--- src/hw/rtl/rpd_pkg.sv ---
// Shared types, constants and helpers for the Rice pixel decoder.
// No dependencies; imported by every other file of the block.
`timescale 1ns / 1ps

package rpd_pkg;

    localparam int MAX_BLOCK_DEF  = 32;
    localparam int COUNT_BITS_DEF = 25;
    localparam int SEL_BITS       = 5;
    localparam int SEL_RAW        = 26;
    localparam int RAW_BITS       = 32;
    localparam int BUF_BITS       = 40;
    localparam int HELD_BITS      = 6;
    localparam int BS_BITS        = 6;
    localparam int MAX_RESULTS    = 64;
    localparam int NRES_BITS      = 7;
    localparam int RESET_BLOCK    = 32;
    localparam int RESET_COUNT    = 1024;
    localparam int HDR_BYTES      = 4;

    typedef enum logic [0:0] {
        REG_BLOCK_SIZE  = 1'b0,
        REG_PIXEL_COUNT = 1'b1
    } t_cfg_idx;

    typedef enum logic [1:0] {
        C_PIXEL   = 2'd0,
        C_SHORT   = 2'd1,
        C_OVERRUN = 2'd2,
        C_UNUSED  = 2'd3
    } t_code;

    // decode phase of the bit stream
    typedef enum logic [4:0] {
        PH_SEL  = 5'b00001,
        PH_UNA  = 5'b00010,
        PH_REM  = 5'b00100,
        PH_RAW  = 5'b01000,
        PH_DONE = 5'b10000
    } t_phase;

    // what the byte taken last was used for
    typedef enum logic [1:0] {
        M_HDR = 2'd0,
        M_END = 2'd1,
        M_DEC = 2'd2
    } t_mode;

    typedef struct packed {
        logic  load;
        logic  step;
        logic  run_pix;
        logic  stat;
        t_code code;
        logic  clear;
    } t_cmd;

    typedef struct packed {
        t_mode  mode;
        logic   fin;
        t_phase phase;
        logic   can_step;
        logic   step_emits;
        logic   run_sel;
        logic   run_zero;
        logic   out_free;
        logic   hdr_short;
        logic   repl;
    } t_stat;

    function automatic logic [31:0] unmap(input logic [31:0] d);
        return d[0] ? ~(d >> 1) : (d >> 1);
    endfunction

endpackage

--- src/hw/rtl/rpd_datapath.sv ---
// Datapath of the Rice pixel decoder: config, bit buffer, tile state, output register.
// Depends on rpd_pkg; driven by rpd_ctrl through t_cmd, reports through t_stat.
`timescale 1ns / 1ps

module rpd_datapath import rpd_pkg::*; #(
    parameter int MAX_BLOCK  = MAX_BLOCK_DEF,
    parameter int COUNT_BITS = COUNT_BITS_DEF
) (
    input  logic                  i_clk,
    input  logic                  i_rst_n,
    input  logic                  i_cfg_we,
    input  logic                  i_cfg_addr,
    input  logic [COUNT_BITS-1:0] i_cfg_data,
    input  logic [7:0]            i_data_byte,
    input  logic                  i_final_byte,
    input  logic                  i_stall,
    input  t_cmd                  i_cmd,
    output t_stat                 o_st,
    output logic                  o_valid,
    output logic [31:0]           o_pixel,
    output logic [1:0]            o_code,
    output logic                  o_last_result
);

    logic [BS_BITS-1:0]    r_block_size;
    logic [COUNT_BITS-1:0] r_pixel_count;

    logic [2:0]            r_hc;
    logic [31:0]           r_prev;
    logic [BUF_BITS-1:0]   r_buf;
    logic [HELD_BITS-1:0]  r_held;
    logic [SEL_BITS-1:0]   r_sel;
    t_phase                r_phase;
    logic [31:0]           r_zrun;
    logic [BS_BITS-1:0]    r_pib;
    logic [BS_BITS-1:0]    r_run_left;
    logic [COUNT_BITS-1:0] r_done;
    logic                  r_fin;
    t_mode                 r_mode;
    logic [NRES_BITS-1:0]  r_nres;

    logic                  r_ovalid;
    logic [31:0]           r_pix;
    t_code                 r_code;
    logic                  r_last;

    logic [COUNT_BITS-1:0] w_pc;
    logic [BS_BITS-1:0]    w_bs;
    logic [SEL_BITS-1:0]   w_fs;
    logic [HELD_BITS-1:0]  w_need;
    logic [HELD_BITS-1:0]  w_sh;
    logic [32:0]           w_mask;
    logic [31:0]           w_field;
    logic [31:0]           w_d;
    logic [31:0]           w_coded_pix;
    logic [COUNT_BITS-1:0] w_done_inc;
    logic                  w_pix_fin;
    logic [COUNT_BITS-1:0] w_left;
    logic [BS_BITS-1:0]    w_k;
    logic [BS_BITS-1:0]    w_pib_dec;
    logic [HELD_BITS+1:0]  w_held_add;
    logic                  w_out_free;

    assign w_pc = (r_pixel_count == '0) ? COUNT_BITS'(1) : r_pixel_count;

    always_comb begin
        if (r_block_size == '0) begin
            w_bs = BS_BITS'(1);
        end else if (r_block_size > BS_BITS'(MAX_BLOCK)) begin
            w_bs = BS_BITS'(MAX_BLOCK);
        end else begin
            w_bs = r_block_size;
        end
    end

    assign w_fs = r_sel - SEL_BITS'(1);

    always_comb begin
        unique case (r_phase)
            PH_SEL:  w_need = HELD_BITS'(SEL_BITS);
            PH_UNA:  w_need = HELD_BITS'(1);
            PH_REM:  w_need = HELD_BITS'(w_fs);
            PH_RAW:  w_need = HELD_BITS'(RAW_BITS);
            default: w_need = '0;
        endcase
    end

    // field of w_need bits sitting just below the fill level
    assign w_sh        = r_held - w_need;
    assign w_mask      = (33'd1 << w_need) - 33'd1;
    assign w_field     = 32'(r_buf >> w_sh) & w_mask[31:0];
    assign w_d         = (r_phase == PH_RAW) ? w_field : ((r_zrun << w_fs) | w_field);
    assign w_coded_pix = unmap(w_d) + r_prev;

    assign w_done_inc = r_done + COUNT_BITS'(1);
    assign w_pix_fin  = (w_done_inc >= w_pc);
    assign w_left     = w_pc - r_done;
    assign w_k        = (w_left < COUNT_BITS'(w_bs)) ? w_left[BS_BITS-1:0] : w_bs;
    assign w_pib_dec  = r_pib - BS_BITS'(1);
    assign w_held_add = (HELD_BITS+2)'(r_held) + (HELD_BITS+2)'(8);
    assign w_out_free = !r_ovalid || !i_stall;

    always_comb begin
        o_st.mode       = r_mode;
        o_st.fin        = r_fin;
        o_st.phase      = r_phase;
        o_st.can_step   = (r_held >= w_need);
        o_st.step_emits = (r_phase == PH_REM) || (r_phase == PH_RAW);
        o_st.run_sel    = (r_phase == PH_SEL) && (w_field[SEL_BITS-1:0] == '0);
        o_st.run_zero   = (r_run_left == '0);
        o_st.out_free   = w_out_free;
        o_st.hdr_short  = (r_hc < 3'(HDR_BYTES));
        o_st.repl       = r_fin && (r_nres == NRES_BITS'(MAX_RESULTS - 1)) && !w_pix_fin;
    end

    always_ff @(posedge i_clk) begin
        if (!i_rst_n) begin
            r_block_size  <= BS_BITS'(RESET_BLOCK);
            r_pixel_count <= COUNT_BITS'(RESET_COUNT);
            r_hc          <= '0;
            r_prev        <= '0;
            r_buf         <= '0;
            r_held        <= '0;
            r_sel         <= '0;
            r_phase       <= PH_SEL;
            r_zrun        <= '0;
            r_pib         <= '0;
            r_run_left    <= '0;
            r_done        <= '0;
            r_fin         <= 1'b0;
            r_mode        <= M_DEC;
            r_nres        <= '0;
            r_ovalid      <= 1'b0;
        end else begin
            if (i_cfg_we) begin
                unique case (t_cfg_idx'(i_cfg_addr))
                    REG_BLOCK_SIZE:  r_block_size  <= i_cfg_data[BS_BITS-1:0];
                    REG_PIXEL_COUNT: r_pixel_count <= i_cfg_data;
                    default: ;
                endcase
            end

            if (r_ovalid && !i_stall) begin
                r_ovalid <= 1'b0;
            end

            if (i_cmd.load) begin
                r_fin  <= i_final_byte;
                r_nres <= '0;
                if (r_hc < 3'(HDR_BYTES)) begin
                    r_prev <= {r_prev[23:0], i_data_byte};
                    r_hc   <= r_hc + 3'd1;
                    r_mode <= M_HDR;
                end else if (r_phase == PH_DONE || r_done >= w_pc) begin
                    r_phase <= PH_DONE;
                    r_mode  <= M_END;
                end else begin
                    r_mode <= M_DEC;
                    r_buf  <= {r_buf[BUF_BITS-9:0], i_data_byte};
                    r_held <= (w_held_add > (HELD_BITS+2)'(BUF_BITS)) ?
                              HELD_BITS'(BUF_BITS) : w_held_add[HELD_BITS-1:0];
                end
            end

            if (i_cmd.step) begin
                r_held <= w_sh;
                unique case (r_phase)
                    PH_SEL: begin
                        r_sel <= w_field[SEL_BITS-1:0];
                        if (w_field[SEL_BITS-1:0] == '0) begin
                            r_run_left <= w_k;
                        end else begin
                            r_pib   <= w_k;
                            r_zrun  <= '0;
                            r_phase <= (w_field[SEL_BITS-1:0] == SEL_BITS'(SEL_RAW)) ?
                                       PH_RAW : PH_UNA;
                        end
                    end
                    PH_UNA: begin
                        if (w_field[0]) begin
                            r_phase <= PH_REM;
                        end else begin
                            r_zrun <= r_zrun + 32'd1;
                        end
                    end
                    PH_REM, PH_RAW: begin
                        r_zrun   <= '0;
                        r_prev   <= w_coded_pix;
                        r_done   <= w_done_inc;
                        r_nres   <= r_nres + NRES_BITS'(1);
                        r_ovalid <= 1'b1;
                        r_pix    <= w_coded_pix;
                        r_code   <= C_PIXEL;
                        r_last   <= r_fin && w_pix_fin;
                        r_pib    <= w_pib_dec;
                        if (w_pix_fin) begin
                            r_phase <= PH_DONE;
                        end else if (w_pib_dec == '0) begin
                            r_phase <= PH_SEL;
                        end else begin
                            r_phase <= (r_phase == PH_REM) ? PH_UNA : PH_RAW;
                        end
                    end
                    default: ;
                endcase
            end

            if (i_cmd.run_pix) begin
                r_done     <= w_done_inc;
                r_nres     <= r_nres + NRES_BITS'(1);
                r_run_left <= r_run_left - BS_BITS'(1);
                r_ovalid   <= 1'b1;
                r_pix      <= r_prev;
                r_code     <= C_PIXEL;
                r_last     <= r_fin && w_pix_fin;
                if (w_pix_fin) begin
                    r_phase <= PH_DONE;
                end
            end

            if (i_cmd.stat) begin
                r_ovalid <= 1'b1;
                r_pix    <= '0;
                r_code   <= i_cmd.code;
                r_last   <= 1'b1;
            end

            // end of tile: header count, buffer and decode state back to their reset values, config kept
            if (i_cmd.clear) begin
                r_hc       <= '0;
                r_prev     <= '0;
                r_buf      <= '0;
                r_held     <= '0;
                r_sel      <= '0;
                r_phase    <= PH_SEL;
                r_zrun     <= '0;
                r_pib      <= '0;
                r_run_left <= '0;
                r_done     <= '0;
            end
        end
    end

    assign o_valid       = r_ovalid;
    assign o_pixel       = r_pix;
    assign o_code        = r_code;
    assign o_last_result = r_last;

endmodule

--- src/hw/rtl/rpd_ctrl.sv ---
// Sequencer of the Rice pixel decoder: takes bytes, steps the decode, issues results.
// Depends on rpd_pkg; talks to rpd_datapath through t_cmd / t_stat only.
`timescale 1ns / 1ps

module rpd_ctrl import rpd_pkg::*; (
    input  logic  i_clk,
    input  logic  i_rst_n,
    input  logic  i_valid,
    input  t_stat i_st,
    output logic  o_stall,
    output t_cmd  o_cmd
);

    typedef enum logic [2:0] {
        S_IDLE = 3'b001,
        S_STEP = 3'b010,
        S_RUN  = 3'b100
    } t_state;

    t_state r_state;
    t_state n_state;

    assign o_stall = (r_state != S_IDLE);

    always_comb begin
        n_state       = r_state;
        o_cmd.load    = 1'b0;
        o_cmd.step    = 1'b0;
        o_cmd.run_pix = 1'b0;
        o_cmd.stat    = 1'b0;
        o_cmd.code    = C_PIXEL;
        o_cmd.clear   = 1'b0;

        unique case (r_state)
            S_IDLE: begin
                if (i_valid) begin
                    o_cmd.load = 1'b1;
                    n_state    = S_STEP;
                end
            end
            S_STEP: begin
                unique case (i_st.mode)
                    M_HDR, M_END: begin
                        if (!i_st.fin) begin
                            n_state = S_IDLE;
                        end else if (i_st.out_free) begin
                            o_cmd.stat  = 1'b1;
                            o_cmd.clear = 1'b1;
                            if (i_st.mode == M_END) begin
                                o_cmd.code = C_UNUSED;
                            end else begin
                                o_cmd.code = i_st.hdr_short ? C_SHORT : C_OVERRUN;
                            end
                            n_state = S_IDLE;
                        end
                    end
                    M_DEC: begin
                        if (i_st.phase == PH_DONE) begin
                            // on a final byte the last pixel was already flagged
                            o_cmd.clear = i_st.fin;
                            n_state     = S_IDLE;
                        end else if (i_st.can_step) begin
                            if (!i_st.step_emits) begin
                                o_cmd.step = 1'b1;
                                if (i_st.run_sel) begin
                                    n_state = S_RUN;
                                end
                            end else if (i_st.out_free) begin
                                if (i_st.repl) begin
                                    // result budget full: status takes the last slot
                                    o_cmd.stat  = 1'b1;
                                    o_cmd.code  = C_OVERRUN;
                                    o_cmd.clear = 1'b1;
                                    n_state     = S_IDLE;
                                end else begin
                                    o_cmd.step = 1'b1;
                                end
                            end
                        end else if (!i_st.fin) begin
                            n_state = S_IDLE;
                        end else if (i_st.out_free) begin
                            o_cmd.stat  = 1'b1;
                            o_cmd.code  = C_OVERRUN;
                            o_cmd.clear = 1'b1;
                            n_state     = S_IDLE;
                        end
                    end
                    default: n_state = S_IDLE;
                endcase
            end
            S_RUN: begin
                if (i_st.run_zero || i_st.phase == PH_DONE) begin
                    n_state = S_STEP;
                end else if (i_st.out_free) begin
                    if (i_st.repl) begin
                        o_cmd.stat  = 1'b1;
                        o_cmd.code  = C_OVERRUN;
                        o_cmd.clear = 1'b1;
                        n_state     = S_IDLE;
                    end else begin
                        o_cmd.run_pix = 1'b1;
                    end
                end
            end
            default: n_state = S_IDLE;
        endcase
    end

    always_ff @(posedge i_clk) begin
        if (!i_rst_n) begin
            r_state <= S_IDLE;
        end else begin
            r_state <= n_state;
        end
    end

endmodule

--- src/hw/rtl/rice_pixel_decoder_32_unit.sv ---
// Rice pixel decoder, 32-bit pixels: top level.
// Depends on rpd_pkg, rpd_ctrl and rpd_datapath.
//
// Input channel (i_valid / o_stall) carries one compressed byte per transaction,
// i_final_byte marking the end of a tile. The first four bytes give the start
// pixel; the rest is decoded into pixels on the output channel (o_valid /
// i_stall), closed by a status result (short, overrun, unused bytes) or by
// o_last_result on the final pixel.
// Throughput: one byte is taken, then the decoder steps through it one field a
// cycle (a selector, one unary bit, a remainder or a raw word), run pixels at
// the same rate; a result waits while the output register is full. No new byte
// is taken until the decoder is through with the last one; it returns to idle
// once the buffer is too short for the next field. The unary bit loop sets the
// rate. Before the first result the byte is loaded into the bit buffer and each
// field ahead of the result is stepped; the result is registered in the output
// register. While it is full and i_stall is high, decoding halts at the next
// result and o_stall stays high. Reset (synchronous, i_rst_n low) clears the
// tile state and sets block_size 32 and pixel_count 1024.
// Configuration is to be written through i_cfg_we / i_cfg_addr / i_cfg_data
// while idle by the user; the block itself does not enforce this.
`timescale 1ns / 1ps

module rice_pixel_decoder_32_unit import rpd_pkg::*; #(
    parameter int MAX_BLOCK  = MAX_BLOCK_DEF,
    parameter int COUNT_BITS = COUNT_BITS_DEF
) (
    input  logic                  i_clk,
    input  logic                  i_rst_n,
    input  logic                  i_cfg_we,
    input  logic                  i_cfg_addr,
    input  logic [COUNT_BITS-1:0] i_cfg_data,
    input  logic                  i_valid,
    output logic                  o_stall,
    input  logic [7:0]            i_data_byte,
    input  logic                  i_final_byte,
    output logic                  o_valid,
    input  logic                  i_stall,
    output logic [31:0]           o_pixel,
    output logic [1:0]            o_code,
    output logic                  o_last_result
);

    t_cmd  w_cmd;
    t_stat w_st;

    rpd_ctrl u_ctrl (
        .i_clk   (i_clk),
        .i_rst_n (i_rst_n),
        .i_valid (i_valid),
        .i_st    (w_st),
        .o_stall (o_stall),
        .o_cmd   (w_cmd)
    );

    rpd_datapath #(
        .MAX_BLOCK  (MAX_BLOCK),
        .COUNT_BITS (COUNT_BITS)
    ) u_dp (
        .i_clk         (i_clk),
        .i_rst_n       (i_rst_n),
        .i_cfg_we      (i_cfg_we),
        .i_cfg_addr    (i_cfg_addr),
        .i_cfg_data    (i_cfg_data),
        .i_data_byte   (i_data_byte),
        .i_final_byte  (i_final_byte),
        .i_stall       (i_stall),
        .i_cmd         (w_cmd),
        .o_st          (w_st),
        .o_valid       (o_valid),
        .o_pixel       (o_pixel),
        .o_code        (o_code),
        .o_last_result (o_last_result)
    );

    a_status_is_last: assert property (@(posedge i_clk) disable iff (!i_rst_n)
        o_valid && (o_code != 2'(C_PIXEL)) |-> o_last_result)
        else $error("status result without last flag");

    a_cmd_exclusive: assert property (@(posedge i_clk) disable iff (!i_rst_n)
        $onehot0({w_cmd.load, w_cmd.step, w_cmd.run_pix, w_cmd.clear}))
        else $error("conflicting datapath commands");

    a_emit_when_free: assert property (@(posedge i_clk) disable iff (!i_rst_n)
        (w_cmd.stat || w_cmd.run_pix || (w_cmd.step && w_st.step_emits)) |-> w_st.out_free)
        else $error("result issued into a full output register");

    a_busy_after_take: assert property (@(posedge i_clk) disable iff (!i_rst_n)
        i_valid && !o_stall |=> o_stall)
        else $error("byte taken while previous one still in work");

endmodule
--- config.mk ---
export PLATFORM = sky130hd
export DESIGN_NAME = rice_pixel_decoder_32_unit
export DESIGN_NICKNAME = d
export VERILOG_FILES = /design/src/hw/rtl/rpd_pkg.sv /design/src/hw/rtl/rpd_datapath.sv /design/src/hw/rtl/rpd_ctrl.sv /design/src/hw/rtl/rice_pixel_decoder_32_unit.sv
export SDC_FILE = /design/constraint.sdc
export NUM_CORES = 1
export LEC_CHECK = 0
export ABC_CLOCK_PERIOD_IN_PS = 7270
export BUFFER_PORTS_ARGS = -buffer_cell sky130_fd_sc_hd__buf_4
export CAP_MARGIN = 40
export CORE_MARGIN = 10
export CORE_UTILIZATION = 45
export CTS_CLUSTER_SIZE = 20
export DETAILED_ROUTE_END_ITERATION = 8
export HOLD_SLACK_MARGIN = 0.12
export RECOVER_POWER = 100
export REMOVE_ABC_BUFFERS = 1
export SKIP_CTS_REPAIR_TIMING = 1
export SLEW_MARGIN = 40
export SYNTH_ARGS = -nofsm -noshare
export SYNTH_HDL_FRONTEND = slang
export SYNTH_SLANG_ARGS = --single-unit
export TNS_END_PERCENT = 30
--- constraint.sdc ---
create_clock -name i_clk -period 7.27 [get_ports i_clk]
set_input_delay 1.454 -clock i_clk [delete_from_list [all_inputs] [get_ports i_clk]]
set_output_delay 1.454 -clock i_clk [all_outputs]
set_load 0.03 [all_outputs]
==> flow_metrics.tcl <==
set metrics [dict create \
    ant_nets 0 \
    slew-limit-headroom -1.31 \
    status "complete, but fails checks" \
    skew_ps 32.5 \
    hold_viol 0 \
    die_y_um 230 \
    dr.pass1.iters 7 \
    drt_iter0_drc 1689 \
    whs_endpoint "u_dp.r_nres[3]" \
    rows 76 \
    hpwl_um 50300 \
    synth_top_flop_cell "dfxtp_1" \
    p_switching_uw 865 \
    setup_tns_ps 0 \
    root_buffer "clkbuf_16" \
    r2r_start "u_dp.r_phase[2]" \
    final-setup-viol-count 0 \
    layout-drive-gt1-share 0.111 \
    ys_seq_area_frac 0.259 \
    cts.sinks 240 \
    netlist_area_um2 19900 \
    critPathCaptureType "flop" \
    die_area_um2 53000 \
    slowest_stage "mux4_2" \
    fin_crit_ps 6860 \
    rrSetupSlack_ps 410 \
    synth_edf_count 35 \
    combPwrFrac 0.101 \
    routed_via_density 6.01 \
    tightest_slew_ps 3460 \
    post-route-util 0.513 \
    violations "max-capacitance violations, max-slew violations" \
    power_density_nw_per_um2 147 \
    grt_setup_unrepaired "false" \
    crit_top_cell "a21oi_1" \
    grt_pass1_wl_um 103000 \
    antenna_found_initial 0 \
    intPower_mw 2.40 \
    p_sw_frac 0.265 \
    min_from "u_dp.r_nres[3]" \
    rr_endpoint "u_dp.o_pixel[20]" \
    io_buffers 76 \
    core_area_um2 43400 \
    start_kind "flop" \
    clock_path_buffers 3 \
    maxSlewViolCount 110 \
    vias 19100 \
    ir_drop_mv 0.177 \
    gp_congestion 0.955 \
    grt_max_degree 63 \
    crit_type "flop to flop" \
    regArea_um2 5160 \
    critPathMaxStageDelay_ps 590 \
    area_growth_pct 11.7 \
    cts.clk_slew.worst_paths_ps 70 \
    die_w_um 230 \
    multiInputGateArea_um2 13900 \
    p_clk_frac 0.473 \
    grt_overflow 0 \
    power_frac_seq 0.426 \
    path_max_fanout 12 \
    hold_class "flop to flop" \
    cts_max_level 1 \
    p_leak_nw 8.70 \
    io_pins 77 \
    fillCellCount 4355 \
    critical_path_required_ps 7610 \
    cts_tree "yes" \
    antenna_cells 0 \
    drcViolationCount 0 \
    period_share 0.944 \
    synth-seq-cells 240 \
    clk_latency_ps 610 \
    critPathArrivalTime_ps 7200 \
    fmax_mhz 146 \
    ys_types 86 \
    start_util 0.459 \
    hold_depth 1 \
    postSynthCellCount 2545 \
    async_reset_ff_frac 0 \
    wl_um 65800 \
    grt_util_all_layers 0.237 \
    r2r_cells 30 \
    maxCapViolCount 3 \
    wl_per_cell_um 20.7 \
    ys.warnings.count 0 \
    cts_buffers 29 \
    grt_pass1_vias 18000 \
    syn_area_per_cell_um2 7.82 \
    nNetsFinal 2712 \
]
## worst max-delay path by stage
stage / cells after the start / startpoint / slack [ps] / to
2_1_floorplan: 25 / u_dp.r_sel[0] / -4710 / u_dp.r_prev[30]
3_3_place_gp: 29 / u_dp.r_phase[2] / 110 / u_dp.r_prev[30]
3_5_place_dp: 29 / u_dp.r_phase[2] / 10 / u_dp.r_prev[30]
4_1_cts: 29 / u_dp.r_phase[2] / -30 / u_dp.r_prev[30]
5_1_grt: 22 / u_dp.r_done[0] / 10 / u_dp.r_pib[4]
6_report: 30 / u_dp.r_phase[2] / 410 / u_dp.o_pixel[20]
## critical path: cells and delay by family, from the launching register on
family	cells	cell delay, ps
flops	1	410
compound gates	15	2480
fa+ha+maj	4	1400
simple gates	3	540
mux	2	850
buf+inv	4	560
xor+xnor	2	360
## metrics by stage
step	setup WS [ps]	power (mW)	instances	hold slack, ps	cell area [µm²]
2_1_floorplan	-4710	1.63	2380	437	19200
3_3_place_gp	113	1.74	3116	457	21200
3_5_place_dp	12.4	1.75	3118	466	21300
4_1_cts	-27.7	3.30	3172	478	22300
5_1_grt	11.3	3.38	3174	528	22200
6_report	411	3.27	3174	485	22200
## registers in the layout, summed over array words and instances (netlist names)
| register | count |
|---|---|
| u_dp.r_held | 6 |
| u_dp.r_fin | 1 |
| u_dp.o_pixel | 32 |
| u_dp.r_nres | 7 |
| u_dp.r_mode | 2 |
| u_dp.o_code | 2 |
| u_dp.r_zrun | 32 |
| u_dp.r_phase | 5 |
| u_dp.r_pib | 6 |
| u_dp.o_valid | 1 |
| u_dp.r_buf | 40 |
| u_dp.r_done | 25 |
| u_dp.o_last_result | 1 |
| u_ctrl.r_state | 3 |
| u_dp.r_pixel_count | 25 |
| u_dp.r_run_left | 6 |
| u_dp.r_sel | 5 |
| u_dp.r_prev | 32 |
| u_dp.r_hc | 3 |
| u_dp.r_block_size | 6 |
## layout by cell type (no fill, tap or decap), types with 28 or more instances in the layout
cell type	n
dfxtp_1	203
nand4_1	31
clkbuf_1	48
clkbuf_16	30
and3_1	41
buf_4	101
a21boi_0	32
nor3_1	32
a311oi_1	32
inv_1	97
xor2_1	54
ha_1	101
mux4_2	47
a211oi_1	36
nor2_1	285
nor2b_1	28
edfxtp_1	35
o21ai_0	127
a21oi_1	170
nand3_1	59
a21o_1	39
xnor2_1	101
nand2_1	364
mux2i_1	119
## cell usage after synthesis (12+ instances only)
library cell,number,share of area
or3_1,26,0.0082
buf_2,18,0.0045
a311oi_1,32,0.014
nor4_1,15,0.0047
a21oi_1,173,0.044
ha_1,103,0.065
nor3_1,33,0.0083
mux2_2,12,0.0068
a211oi_1,36,0.014
o31ai_1,13,0.0049
clkbuf_1,116,0.022
xor2_1,56,0.025
xnor2_1,104,0.046
a21o_1,40,0.015
mux2i_1,119,0.060
inv_1,97,0.018
and3_1,41,0.013
edfxtp_1,35,0.053
a22oi_1,17,0.0064
dfxtp_1,205,0.21
a21boi_0,32,0.012
buf_1,22,0.0041
nor2_1,286,0.054
o21a_1,13,0.0049
nand2b_1,19,0.0060
nand2_1,366,0.069
o21ai_0,129,0.032
nor2b_1,28,0.0088
o22ai_1,17,0.0053
mux4_2,47,0.053
nand3_1,59,0.015
a31oi_1,26,0.0082
o211ai_1,21,0.0079
nand4_1,31,0.0097
## power by group through the flow
stage	Clock, mW	Sequential (mW)	Combinational (mW)
floorplan	0	1.41	0.215
global placement	0	1.42	0.319
finish	1.55	1.39	0.331
detailed placement	0	1.42	0.326
CTS	1.58	1.39	0.328
global route	1.62	1.39	0.365
## metal layers
layer | GRT usage | wire, µm | vias up | share of wire
li1 | - | - | 9164 | -
met2 | 0.358 | 28000 | 634 | 0.43
met5 | 0 | 0 | - | 0
met1 | 0.343 | 31200 | 9147 | 0.47
met4 | 0.0582 | 1680 | 0 | 0.025
met3 | 0.0421 | 4940 | 116 | 0.075
## cell type report
cell class,instances,area share
flip-flops and latches,240,0.232
well taps,585,0.0329
clock inverters,11,0.00625
clock buffers,43,0.0396
inverters,99,0.0167
repair buffers,155,0.0485
multi-input cells,2041,0.624
## kinds of logic after synthesis
logic type	synth area share
and+or+nand+nor	0.222
AOI/OAI and AO/OA	0.207
buffers and inverters	0.0532
DFF	0.259
muxes	0.120
xor gates and xnor gates	0.0712
adders and majority gates	0.0678
(Power assumes the default switching activity.)
